$ cat src/mr2_pkg.sv
// shared constants and types of the 2x2 mipmap reducer
`default_nettype none
package mr2_pkg;

	localparam int MAX_WIDTH  = 2048;
	localparam int MAX_HEIGHT = 4096;
	localparam int LINE_DEPTH = (MAX_WIDTH + 1) / 2;

	localparam int PIX_W    = 32;
	localparam int COL_W    = $clog2(MAX_WIDTH);
	localparam int ROW_W    = $clog2(MAX_HEIGHT);
	localparam int LINE_AW  = $clog2(LINE_DEPTH);

	// register field widths
	localparam int SRC_W_W  = 12;
	localparam int SRC_H_W  = 13;
	localparam int DST_W_W  = 11;
	localparam int DST_H_W  = 12;
	localparam int MODE_W   = 2;
	localparam int ALPHA_W  = 8;
	localparam int CFG_IDX_W  = 3;
	localparam int CFG_DATA_W = 13;

	// register indexes
	localparam logic [CFG_IDX_W-1:0] REG_SRC_WIDTH    = 3'd0;
	localparam logic [CFG_IDX_W-1:0] REG_SRC_HEIGHT   = 3'd1;
	localparam logic [CFG_IDX_W-1:0] REG_DST_WIDTH    = 3'd2;
	localparam logic [CFG_IDX_W-1:0] REG_DST_HEIGHT   = 3'd3;
	localparam logic [CFG_IDX_W-1:0] REG_FILTER_MODE  = 3'd4;
	localparam logic [CFG_IDX_W-1:0] REG_ALPHA_CUTOFF = 3'd5;

	// filter modes
	localparam logic [MODE_W-1:0] FILT_BOX    = 2'd0;
	localparam logic [MODE_W-1:0] FILT_MODE   = 2'd1;
	localparam logic [MODE_W-1:0] FILT_CUTOUT = 2'd2;

	// four samples of a block: top-left, top-right, bottom-left, bottom-right
	typedef logic [3:0][PIX_W-1:0] quad_t;

	typedef struct packed {
		logic [MODE_W-1:0]  mode;
		logic [ALPHA_W-1:0] cutoff;
	} filt_cfg_t;

endpackage
`default_nettype wire

$ cat src/mr2_filter.sv
// 2x2 block filter: box average, most frequent value, alpha cutout
`default_nettype none
module mr2_filter (
	input  wire mr2_pkg::quad_t             samples,
	input  wire mr2_pkg::filt_cfg_t         cfg,
	output      logic [mr2_pkg::PIX_W-1:0] result
);
	import mr2_pkg::*;

	logic [PIX_W-1:0] box_v;
	logic [PIX_W-1:0] mode_v;
	logic [PIX_W-1:0] cut_v;

	// floored per-channel average
	always_comb begin
		logic [9:0] sum;
		box_v = '0;
		for (int c = 0; c < 4; c++) begin
			sum = 10'(samples[0][c*8 +: 8]) + 10'(samples[1][c*8 +: 8])
				+ 10'(samples[2][c*8 +: 8]) + 10'(samples[3][c*8 +: 8]);
			box_v[c*8 +: 8] = sum[9:2];
		end
	end

	// most frequent value, earliest sample wins ties
	always_comb begin
		logic e01, e02, e03, e12, e13, e23;
		logic [2:0] n0, n1, n2;
		logic [2:0] best_n;
		logic [1:0] best;
		e01 = samples[0] == samples[1];
		e02 = samples[0] == samples[2];
		e03 = samples[0] == samples[3];
		e12 = samples[1] == samples[2];
		e13 = samples[1] == samples[3];
		e23 = samples[2] == samples[3];
		n0 = 3'd1 + {2'b0, e01} + {2'b0, e02} + {2'b0, e03};
		n1 = 3'd1 + {2'b0, e12} + {2'b0, e13};
		n2 = 3'd1 + {2'b0, e23};
		best = 2'd0;
		best_n = n0;
		if (n1 > best_n) begin
			best = 2'd1;
			best_n = n1;
		end
		if (n2 > best_n) begin
			best = 2'd2;
		end
		mode_v = samples[best];
	end

	// alpha cutout
	always_comb begin
		logic [7:0] best_a;
		logic [1:0] best;
		logic       opaque;
		best_a = samples[0][31:24];
		best = 2'd0;
		opaque = samples[0][31:24] >= cfg.cutoff;
		for (int i = 1; i < 4; i++) begin
			if (samples[i][31:24] > best_a) begin
				best_a = samples[i][31:24];
				best = 2'(i);
			end
			if (samples[i][31:24] >= cfg.cutoff) begin
				opaque = 1'b1;
			end
		end
		cut_v = opaque ? {8'hFF, samples[best][23:0]} : '0;
	end

	always_comb begin
		unique case (cfg.mode)
			FILT_MODE:   result = mode_v;
			FILT_CUTOUT: result = cut_v;
			default:     result = box_v;
		endcase
	end

endmodule
`default_nettype wire

$ cat config.mk
export PLATFORM = sky130hd
export DESIGN_NAME = mr2_filter
export DESIGN_NICKNAME = d
export VERILOG_FILES = /design/src/mr2_pkg.sv /design/src/mr2_filter.sv
export SDC_FILE = /design/constraint.sdc
export NUM_CORES = 1
export LEC_CHECK = 0
export BUFFER_PORTS_ARGS = -buffer_cell sky130_fd_sc_hd__buf_2
export CORE_ASPECT_RATIO = 1.2
export CORE_MARGIN = 5
export CORE_UTILIZATION = 55
export DETAILED_ROUTE_END_ITERATION = 12
export GPL_ROUTABILITY_DRIVEN = 0
export GPL_TIMING_DRIVEN = 0
export PLACE_DENSITY = 0.91
export SLEW_MARGIN = 10
export SYNTH_ARGS = -nofsm -noshare
export SYNTH_HDL_FRONTEND = slang
export SYNTH_SLANG_ARGS = --single-unit
$ cat constraint.sdc
create_clock -name vclk -period 24.1
set_input_delay 4.82 -clock vclk [all_inputs]
set_output_delay 4.82 -clock vclk [all_outputs]
set_load 0.005 [all_outputs]
## Yosys cells after proc, flatten, opt, wreduce, memory -nomap -nowiden

Index checks and enable logic that the tools add are counted.

- $add $sub $neg: 18
- $mul: 0
- Divide/modulo/power cells: 0
- Magnitude comparators: 11
- Eq/ne operators: 8
- Shifts and indexed selects: 0
- Muxes and demuxes: 17
- Bitwise gates (word level): 0
- Reduce and logical (&&, ||, !) cells: 0

Operators by type and width:

| kind | count |
|---|---|
| $eq 32x32->1 | 6 |
| $bmux 32 s2 | 2 |
| $mux 32 | 2 |
| $pmux 32 s2 | 1 |
| $add 10x8->10 | 4 |
| $add 9x8->10 | 4 |
| $add 8x8->9 | 4 |
| $ge 8x8->1 | 4 |
| $gt 8x8->1 | 3 |
| $mux 24 | 1 |
| $mux 8 | 2 |
| $add 1x1->2 const A | 3 |
| $add 2x1->3 | 2 |
| $lt 2x3->1 const B | 2 |
| $mux 2 | 3 |
| $mux 1 | 5 |
| $add 3x1->3 | 1 |
| $gt 2x3->1 | 1 |
| $gt 3x3->1 | 1 |
| $mux 3 | 1 |
| $eq 2x1->1 const B | 1 |
| $eq 2x2->1 const B | 1 |

- Flip-flop bits (word level): 0
- Bits in latches: 0
- RAM bits: 0
- Memory bits (read-only): 0
- Input bits: 138
- Output and inout bits: 32
- Word-level logic and storage cells: 54
- Memories: 0

## Longest topological paths before layout

Gate-level depths: netlist (run 1).

- Word-level depth: 11
- Depth in mapped cells: 26
- Mapped depth without buffers: 22

## Least setup slack after synthesis (run 1)

No wires, ideal clock.

- Kind: input port to output port
- From: input port samples[6] (netlist name)
- To: output port result[24] (netlist name)
- Arrival: 9.767 ns
- Setup slack: 9.513 ns
- Stages on the path: 24
- Cells stage by stage: ha_1 nor4_1 nand4_1 or4_1 ha_1 inv_1 ha_1 ha_1 inv_1 ha_1 nor2b_1 o21ai_0 buf_2 buf_1 nor2_1 a21oi_1 ha_1 nor2b_1 o21ai_1 clkbuf_1 clkbuf_1 a21oi_1 a211oi_1 a21oi_1

- Cells in the longest elaborated chain, start to end: 11
- Elaborated cells on any way between the ends: 14

Ends and longest elaborated chain:

| item | line | RTL |
|---|---|---|
| start: declaration | mr2_filter.sv:4 | `input wire mr2_pkg::quad_t samples,` |
| $eq 32x32->1 | mr2_filter.sv:31 | `e01 = samples[0] == samples[1];` |
| $add 1x1->2 | mr2_filter.sv:37 | `n0 = 3'd1 + {2'b0, e01} + {2'b0, e02} + {2'b0, e03};` |
| $add 2x1->3 | mr2_filter.sv:37 |  |
| $add 3x1->3 * | mr2_filter.sv:37 |  |
| $gt 3x3->1 | mr2_filter.sv:42 | `if (n1 > best_n) begin` |
| $mux 3 | mr2_filter.sv:42 |  |
| $gt 2x3->1 | mr2_filter.sv:46 | `if (n2 > best_n) begin` |
| $mux 2 * | mr2_filter.sv:46 |  |
| $bmux 32 s2 * | mr2_filter.sv:49 | `mode_v = samples[best];` |
| $mux 32 (not written as such) * | mr2_filter.sv:49 |  |
| $pmux 32 s2 * | mr2_filter.sv:73 | `unique case (cfg.mode)` |
| end: declaration | mr2_filter.sv:6 | `output logic [mr2_pkg::PIX_W-1:0] result` |

Mark *: on every way between the ends. The rest lies on a longest branch, timed or not. The select of a mux whose other input is x is not followed.

## Worst setup path in the final report (run 1)

- From: input port samples[20] (netlist name)
- To: output port result[27] (netlist name)

The elaborated chain is that of the path after synthesis.

==> metrics.cfg, run 1 <==
[synthesis]
synth_mux_area_share_pct = 7.85
syn_nets = 1327
yosys.area_share.simple_pct = 15.2
syn_area_um2 = 8030
synth_xor_area_share_pct = 19.6
synth_compound_area_share_pct = 17.5
synth_seq_area_share_pct = 0
synth.avg_cell_area_um2 = 7.98
synth-warning-count = 0
synth_top_family_by_area = adder cells
yosys.area_share.adder_pct = 34.3
synth_cells = 1007
synth_cell_type_count = 49

[critical_path]
crit_type = in -> out
crit_fanout = 10
endpoint_kind = output pin
cp_common_cell = ha_1
cpPeakStageDelay_ns = 0.79
cp_slowest_cell = o21ai_1
arrival_ns = 11.91
critPathLaunchType = input port
crit_required_ns = 19.28

[floorplan]
die_w_um = 120
die_h_um = 142
rows = 48
io_pins = 170
die-area_um2 = 17100
coreArea_um2 = 14400
start_util_pct = 56.0

[timing]
setup-violations-final = 0
fin_crit_sh_pct = 69.4
period_needed_ns = 16.73
worst_pin_slew_ns = 1.03
rsz0062_at_grt = false
hold_viol_final = 0
setup_tns_ns = 0
slew_headroom_pct = 30.9
timing.fmax_ghz = 0.0598
maxSlewViolCount = 0
fin_hold_ws_ns = 10.21

[route]
vias = 8975
ant_nets = 0
drt_iter0_markers = 1157
firstDrtPassIters = 6
wire_per_inst_um = 22.1
drc = 0
wl_mm = 29.8
vias_per_cell = 6.66

[final_layout]
regArea_um2 = 0
drive_above_1_share_pct = 15.7
diodes = 0
nClkBuffers = 0
layout_common_cells = buf_2 (173), ha_1 (118), a21oi_1 (109)
final_common_cell = buf_2
final_core_util_pct = 63.3
syn_to_final_growth_pct = 13.1
finalNetCount = 1495
seq_cells = 0

[placed_design]
dp_hpwl_mm = 24.4
port_buffers = 166

[global_route]
grt_pass1_wl_mm = 46.3
grt_max_degree = 11
grt.overflow.total = 0
grtUsageTotal_pct = 33.6
grt_antenna_before_repair = 0
grt_pass1_vias = 9350

[clock_tree]
hold_buffers = 0
cts_resized = 0
post-cts-setup-buffers = 0

[power_and_ir_drop]
power.density_nw_per_um2 = 39.4
vdd_ir_drop_max_mv = 0.0312
p_leak_nw = 4.30

[min_path]
hp-class = in -> out

[status]
status = finished clean

[flow_run]
cap_violations = 0

==> layout make-up <==
type                       count  area (um^2)
fill                        1224         5270
inverter                      37          139
timing repair buffer         166          831
buffer                        67          298
tap                          175          219
multi-input combinational    903         7590
==> critical path, delay by kind of cell <==
kind | cells | cell delay [ns]
buffers and inverters | 8 | 2.15
AND/OR/NAND/NOR | 6 | 1.61
AO/OA/AOI/OAI | 6 | 1.67
adder cells (fa/ha/maj) | 6 | 1.64
==> worst paths after layout <==
check / start / endpoint / slack (ns) / depth (start not counted)
setup / recovery: samples[20] / result[27] / 7.37 / 26
hold / removal: samples[47] / result[15] / 10.21 / 5
==> report_power, final <==
group / total [mW] / internal (mW) / leakage (nW) / switching [mW]
combinational: 0.358 / 0.153 / 4.30 / 0.205
clock: 0 / 0 / 0 / 0
sequential: 0 / 0 / 0 / 0
total: 0.358 / 0.153 / 4.30 / 0.205
==> cell usage after synthesis (all sizes together) (17+ instances only) <==
library cell,instances,area share [%]
ha,118,18
a21oi,109,6.8
xnor2,102,11
nor2,95,4.4
xor2,78,8.5
fa,64,16
mux2i,63,7.9
clkbuf,50,2.3
nand2,47,2.2
nand4,39,3.0
inv,37,1.7
o21ai,32,2.0
nor4,29,2.3
a31o,22,2.4
buf,17,1.4
==> per-layer routing <==
metal | up-vias | wire (um) | global-route usage (%)
met5 | - | 0 | 0
met4 | 0 | 2610 | 24.6
met3 | 224 | 3860 | 7.79
met2 | 753 | 13300 | 55.9
met1 | 4104 | 10000 | 37.6
li1 | 3894 | - | -
==> metrics by stage <==
stage / setup slack, ns / cells / instance area, um^2 / total power [mW]
6_report: 7.37 / 1348 / 9080 / 0.358
5_1_grt: 7.07 / 1348 / 9080 / 0.389
4_1_cts: 7.59 / 1348 / 9080 / 0.348
3_5_place_dp: 7.60 / 1348 / 9080 / 0.346
3_3_place_gp: 7.74 / 1348 / 9080 / 0.332
2_1_floorplan: 9.51 / 1007 / 8030 / 0.231
==> cells by family after synthesis <==
| family | Yosys count |
|---|---|
| simple gates | 252 |
| compound gates | 226 |
| fa+ha+maj | 182 |
| xor+xnor | 180 |
| buf+inv | 104 |
| mux | 63 |
(Power assumes the default switching activity.)
==> inputs of run 2 (changes only) <==
--- a/config.mk
+++ b/config.mk
@@ -5,6 +5,7 @@
 export SDC_FILE = /design/constraint.sdc
 export NUM_CORES = 1
 export LEC_CHECK = 0
+export ABC_AREA = 1
 export BUFFER_PORTS_ARGS = -buffer_cell sky130_fd_sc_hd__buf_2
 export CORE_ASPECT_RATIO = 1.2
 export CORE_MARGIN = 5
==> constraint.sdc (replaced) <==
create_clock -name vclk -period 16.4
set_input_delay 3.28 -clock vclk [all_inputs]
set_output_delay 3.28 -clock vclk [all_outputs]
set_load 0.005 [all_outputs]
==> run 2 against run 1 <==
Compared with the run above:
- largest cell class unchanged
- cell count is 20% higher
- sequential share of layout area stayed put
- die area is 2.8% higher
- critical path type unchanged
- power is 59% higher
- cell area is 3.2% higher
- clock-buffer cell count stayed put
- worst hold slack worse by 3.1 ns
- largest power group unchanged
- wire length is 9.4% higher
- synthesized cell count is 23% higher
==> metrics.cfg, run 2 <==
[status]
status = finished clean

[critical_path]
crit_cells = 25  ; -3.8%
crit_required_ns = 13.12  ; -6.16 ns
cp_common_cell = ha_1
crit_end = result[29]
crit_fanout = 10  ; unchanged
endpoint_kind = output pin
cp_top_family = simple AND/OR/NAND/NOR gates
crit_type = in -> out
cp_slowest_cell = xnor2_1
critPathLaunchType = input port
cpPeakStageDelay_ns = 0.66  ; -0.13 ns
critPathLaunch = samples[99]
cp.buffers_inverters = 7  ; -1
arrival_ns = 9.26  ; -2.65 ns

[timing]
fin_crit_sh_pct = 76.5
setup-violations-final = 0  ; unchanged
hold_viol_final = 0  ; unchanged
period_needed_ns = 12.54
worst_pin_slew_ns = 0.849  ; -0.181 ns
slew_headroom_pct = 43.4  ; +13 points
rsz0062_at_grt = false
layout_setup_ws_ns = 3.86  ; -3.51 ns
maxSlewViolCount = 0  ; unchanged
timing.fmax_ghz = 0.0797
setup_tns_ns = 0  ; unchanged

[final_layout]
layout_common_cells = nand2_1 (262), buf_2 (174), inv_1 (129)
fin_cells = 1614  ; +20%
final_common_cell = nand2_1
finalNetCount = 1732  ; +16%
seq_cells = 0  ; unchanged
fin_area_um2 = 9370  ; +3.2%
regArea_um2 = 0  ; unchanged
drive_above_1_share_pct = 15.5  ; -0.23 points
syn_to_final_growth_pct = 13.2
diodes = 0  ; unchanged
final_core_util_pct = 62.9  ; -0.35 points
nClkBuffers = 0  ; unchanged

[synthesis]
synth_top_area_cell = ha_1
synth_cell_type_count = 44  ; -10%
synth_cells = 1242  ; +23%
synth.avg_cell_area_um2 = 6.67  ; -16%
synth_commonest_cells = nand2_1 (262), inv_1 (129), ha_1 (118), a21oi_1 (102), nand3_1 (97)
synth_seq_area_share_pct = 0  ; unchanged
syn_nets = 1562  ; +18%
synth_area_leaders = ha_1 (18%), fa_1 (15%), nand2_1 (12%)
synth-warning-count = 0  ; unchanged
synth_top_area_share_pct = 17.8  ; -0.55 points
post-synth-top-count-cell = nand2_1
syn_area_um2 = 8280  ; +3.1%

[power_and_ir_drop]
vdd_ir_drop_max_mv = 0.0477  ; +53%
power.density_nw_per_um2 = 60.5  ; +54%
p_leak_nw = 4.58  ; +6.7%

[placed_design]
dp_cells = 1614  ; +20%
port_buffers = 168  ; +1.2%
dp_slack_ns = 4.28  ; -3.32 ns
dp_hpwl_mm = 26.2  ; +7.7%
placed_area_um2 = 9370  ; +3.2%

[floorplan]
io_pins = 170  ; unchanged
die_h_um = 144  ; +1.4%
die_w_um = 122  ; +1.4%
coreArea_um2 = 14900  ; +3.8%
die-area_um2 = 17600  ; +2.8%
start_util_pct = 55.6  ; -0.39 points
rows = 49  ; +2.1%

[clock_tree]
cts_resized = 0  ; unchanged
hold_buffers = 0  ; unchanged
post-cts-setup-buffers = 0  ; unchanged

[route]
firstDrtPassIters = 7  ; +1
wire_per_inst_um = 20.2  ; -8.6%
vias = 10400  ; +16%
drc = 0  ; unchanged
vias_per_cell = 6.44  ; -3.3%
drt_iter0_markers = 1322  ; +14%
ant_nets = 0  ; unchanged
wl_mm = 32.6  ; +9.4%

[min_path]
worstHoldStart = samples[73]
hp-class = in -> out

[flow_run]
cap_violations = 0  ; unchanged

[global_route]
grt_pass1_wl_mm = 50.6  ; +9.4%
grt_antenna_before_repair = 0  ; unchanged
grt_pass1_vias = 9884  ; +5.7%
grt_max_degree = 11  ; unchanged
grtUsageTotal_pct = 36.3  ; +2.7 points
grt.overflow.total = 0  ; unchanged

run 2: changes by cell type after synthesis, moves of 20 or more:
cell      change
nand2_1     +215
inv_1        +92
nand3_1      +88
mux2i_1      -63
xor2_1       -39
or2_2        +25
nor2_1       -24
clkbuf_1     -22
o221ai_1     +21
a31o_1       -20
o21ai_0      +20
run 2: through the flow:
stage,hold WS [ns],power (mW)
global route,7.12,0.630
CTS,7.09,0.551
finish,7.09,0.568
floorplan,6.76,0.368
detailed placement,7.08,0.548
global placement,7.08,0.529
run 2: routing by layer:
layer	share of wire (%)	up-vias	track usage [%]
met2	44	943	58.8
met3	14	267	7.39
met4	9.0	0	25.5
met1	33	4643	43.0
met5	0	-	0
li1	-	4541	-
run 2: cell type report:
class | count | area, um^2
fillers | 1338 | 5520
inverters | 133 | 499
plain buffers | 46 | 223
multi-input cells | 1063 | 7560
repair buffers | 168 | 841
well taps | 204 | 255
run 2: cell families (layout without fill, tap and decap cells):
kind of cell,after synthesis,after routing,share of synthesized area (%)
adders and majority gates,182,182,33.3
and+or+nand+nor,521,521,27.9
AOI/OAI and AO/OA,237,237,17.1
buffers and inverters,179,347,8.72
xor gates and xnor gates,123,123,13.0
run 2: worst min-delay path, delay by kind of cell:
kind / cells / cell delay, ns
buf+inv: 2 / 0.25
simple gates: 3 / 0.22
compound gates: 1 / 0.06
run 2: where the power goes:
| part | leakage (nW) | switching (mW) | internal (mW) |
|---|---|---|---|
| clock network | 0 | 0 | 0 |
| logic | 4.58 | 0.347 | 0.220 |
| registers | 0 | 0 | 0 |
run 2: worst min path at each step:
stage,slack (ns),to,depth (start not counted)
6_report,7.09,result[9],6
2_1_floorplan,6.76,result[27],2
3_5_place_dp,7.08,result[9],6
3_3_place_gp,7.08,result[8],6
5_1_grt,7.12,result[3],6
4_1_cts,7.09,result[9],6
==> inputs of run 3 (changes only) <==
--- a/config.mk
+++ b/config.mk
@@ -9,11 +9,11 @@
 export BUFFER_PORTS_ARGS = -buffer_cell sky130_fd_sc_hd__buf_2
 export CORE_ASPECT_RATIO = 1.2
 export CORE_MARGIN = 5
-export CORE_UTILIZATION = 55
+export CORE_UTILIZATION = 53
 export DETAILED_ROUTE_END_ITERATION = 12
 export GPL_ROUTABILITY_DRIVEN = 0
 export GPL_TIMING_DRIVEN = 0
-export PLACE_DENSITY = 0.91
+export PLACE_DENSITY = 0.92
 export SLEW_MARGIN = 10
 export SYNTH_ARGS = -nofsm -noshare
 export SYNTH_HDL_FRONTEND = slang
==> constraint.sdc (replaced) <==
create_clock -name vclk -period 11.05
set_input_delay 2.21 -clock vclk [all_inputs]
set_output_delay 2.21 -clock vclk [all_outputs]
set_load 0.005 [all_outputs]
==> run 3 against run 2 <==
Compared with the run above:
- sequential share of layout area did not move
- cell area hardly changed
- wire length increased by 3.0%
- via count rose by 0.53%
- combinational power up 50%
- largest power group unchanged
==> metrics.cfg, run 3 (synthesized netlist as in run 2, its figures left out) <==
[status]
status = finished clean

[timing]
rsz0062_at_grt = false
slew_headroom_pct = 41.0  ; -2.4 points
setup-violations-final = 0  ; unchanged
worst_pin_slew_ns = 0.879  ; +0.0301 ns
hold_viol_final = 0  ; unchanged
timing.fmax_ghz = 0.0952
layout_setup_ws_ns = 0.541  ; -3.32 ns
period_needed_ns = 10.51
fin_crit_sh_pct = 95.1
setup_tns_ns = 0  ; unchanged
maxSlewViolCount = 0  ; unchanged

[critical_path]
cpPeakStageDelay_ns = 0.72  ; +0.06 ns
critPathLaunch = samples[99]
critPathLaunchType = input port
crit_fanout = 10  ; unchanged
crit_required_ns = 8.84  ; -4.28 ns
arrival_ns = 8.30  ; -0.96 ns
crit_type = in -> out
cp_slowest_cell = xnor2_1
cp_common_cell = ha_1
endpoint_kind = output pin

[placed_design]
dp_slack_ns = 1.06  ; -3.21 ns
dp_hpwl_mm = 26.7  ; +1.8%
port_buffers = 168  ; unchanged

[route]
drt_iter0_markers = 1494  ; +13%
wl_mm = 33.6  ; +3.0%
drc = 0  ; unchanged
vias = 10400  ; +0.53%
firstDrtPassIters = 7  ; unchanged
wire_per_inst_um = 20.8  ; +2.8%
ant_nets = 0  ; unchanged
vias_per_cell = 6.46  ; +0.28%

[floorplan]
die-area_um2 = 18200  ; +3.5%
die_w_um = 124  ; +1.7%
coreArea_um2 = 15500  ; +3.7%
rows = 50  ; +2.0%
io_pins = 170  ; unchanged
die_h_um = 147  ; +1.7%
start_util_pct = 53.6  ; -2.0 points

[power_and_ir_drop]
p_leak_nw = 4.58  ; unchanged
vdd_ir_drop_max_mv = 0.0787  ; +65%
power.density_nw_per_um2 = 91.1  ; +50%
p_comb_share_pct = 100.0  ; about the same
seqPwrFrac_pct = 0  ; unchanged
p_total_mw = 0.854  ; +50%
p_int_mw = 0.329  ; +49%
switching_power_mw = 0.525  ; +51%
p_clk_share_pct = 0  ; unchanged
swShare_pct = 61.5  ; +0.28 points

[global_route]
grt.overflow.total = 0  ; unchanged
grtUsageTotal_pct = 36.1  ; -0.27 points
grt_antenna_before_repair = 0  ; unchanged
grt_pass1_vias = 10200  ; +2.7%
grt_max_degree = 11  ; unchanged
grt_pass1_wl_mm = 51.9  ; +2.6%

[clock_tree]
post-cts-setup-buffers = 0  ; unchanged
hold_buffers = 0  ; unchanged
cts_resized = 0  ; unchanged

[final_layout]
syn_to_final_growth_pct = 13.3  ; about the same
drive_above_1_share_pct = 15.5  ; unchanged
finalNetCount = 1732  ; unchanged
layout_common_cells = nand2_1 (262), buf_2 (174), inv_1 (129)
final_common_cell = nand2_1
final_core_util_pct = 60.7  ; -2.2 points
regArea_um2 = 0  ; unchanged
seq_cells = 0  ; unchanged
nClkBuffers = 0  ; unchanged
diodes = 0  ; unchanged

[flow_run]
cap_violations = 0  ; unchanged

[min_path]
worstHoldStart = samples[111]
hp-class = in -> out

## run 3: cell counts in the layout (fill, tap and decap cells not counted)
Identical to the previous run, type by type.
## run 3: path summary, 6_finish.rpt
check	cells past startpoint	endpoint
max	25	result[26]
min	6	result[15]
## run 3: routing by layer
layer	GRT usage (%)	vias to the layer above	share of wire (%)
met4	26.8	0	10
met5	0	-	0
met3	10.1	321	14
li1	-	4538	-
met1	42.1	4690	32
met2	55.5	900	43
## run 3: power groups by stage
stage / Clock, mW / Sequential [mW] / Combinational, mW
after floorplan: 0 / 0 / 0.546
after global placement: 0 / 0 / 0.784
after detailed placement: 0 / 0 / 0.820
after CTS: 0 / 0 / 0.825
after global routing: 0 / 0 / 0.945
final: 0 / 0 / 0.854
## run 3: per-stage QoR
stage               hold slack [ns]  instances  cell area, um^2
CTS                            4.95       1618             9380
global placement               4.94       1618             9380
floorplan                      4.62       1242             8280
detailed placement             4.95       1618             9380
global route                   4.97       1618             9380
finish                         4.95       1618             9380
## run 3: layout make-up
type	instances	area, um^2
Timing Repair Buffer	168	841
Buffer	46	223
Fill cell	1382	6070
Tap cell	208	260
Inverter	133	499
Multi-Input combinational cell	1063	7560
## run 3: critical path, delay by kind of cell
kind / cells / cell delay [ns]
AOI/OAI and AO/OA: 6 / 0.98
adders and majority gates: 5 / 1.35
xor gates and xnor gates: 1 / 0.72
and+or+nand+nor: 6 / 1.50
buffers and inverters: 7 / 1.52
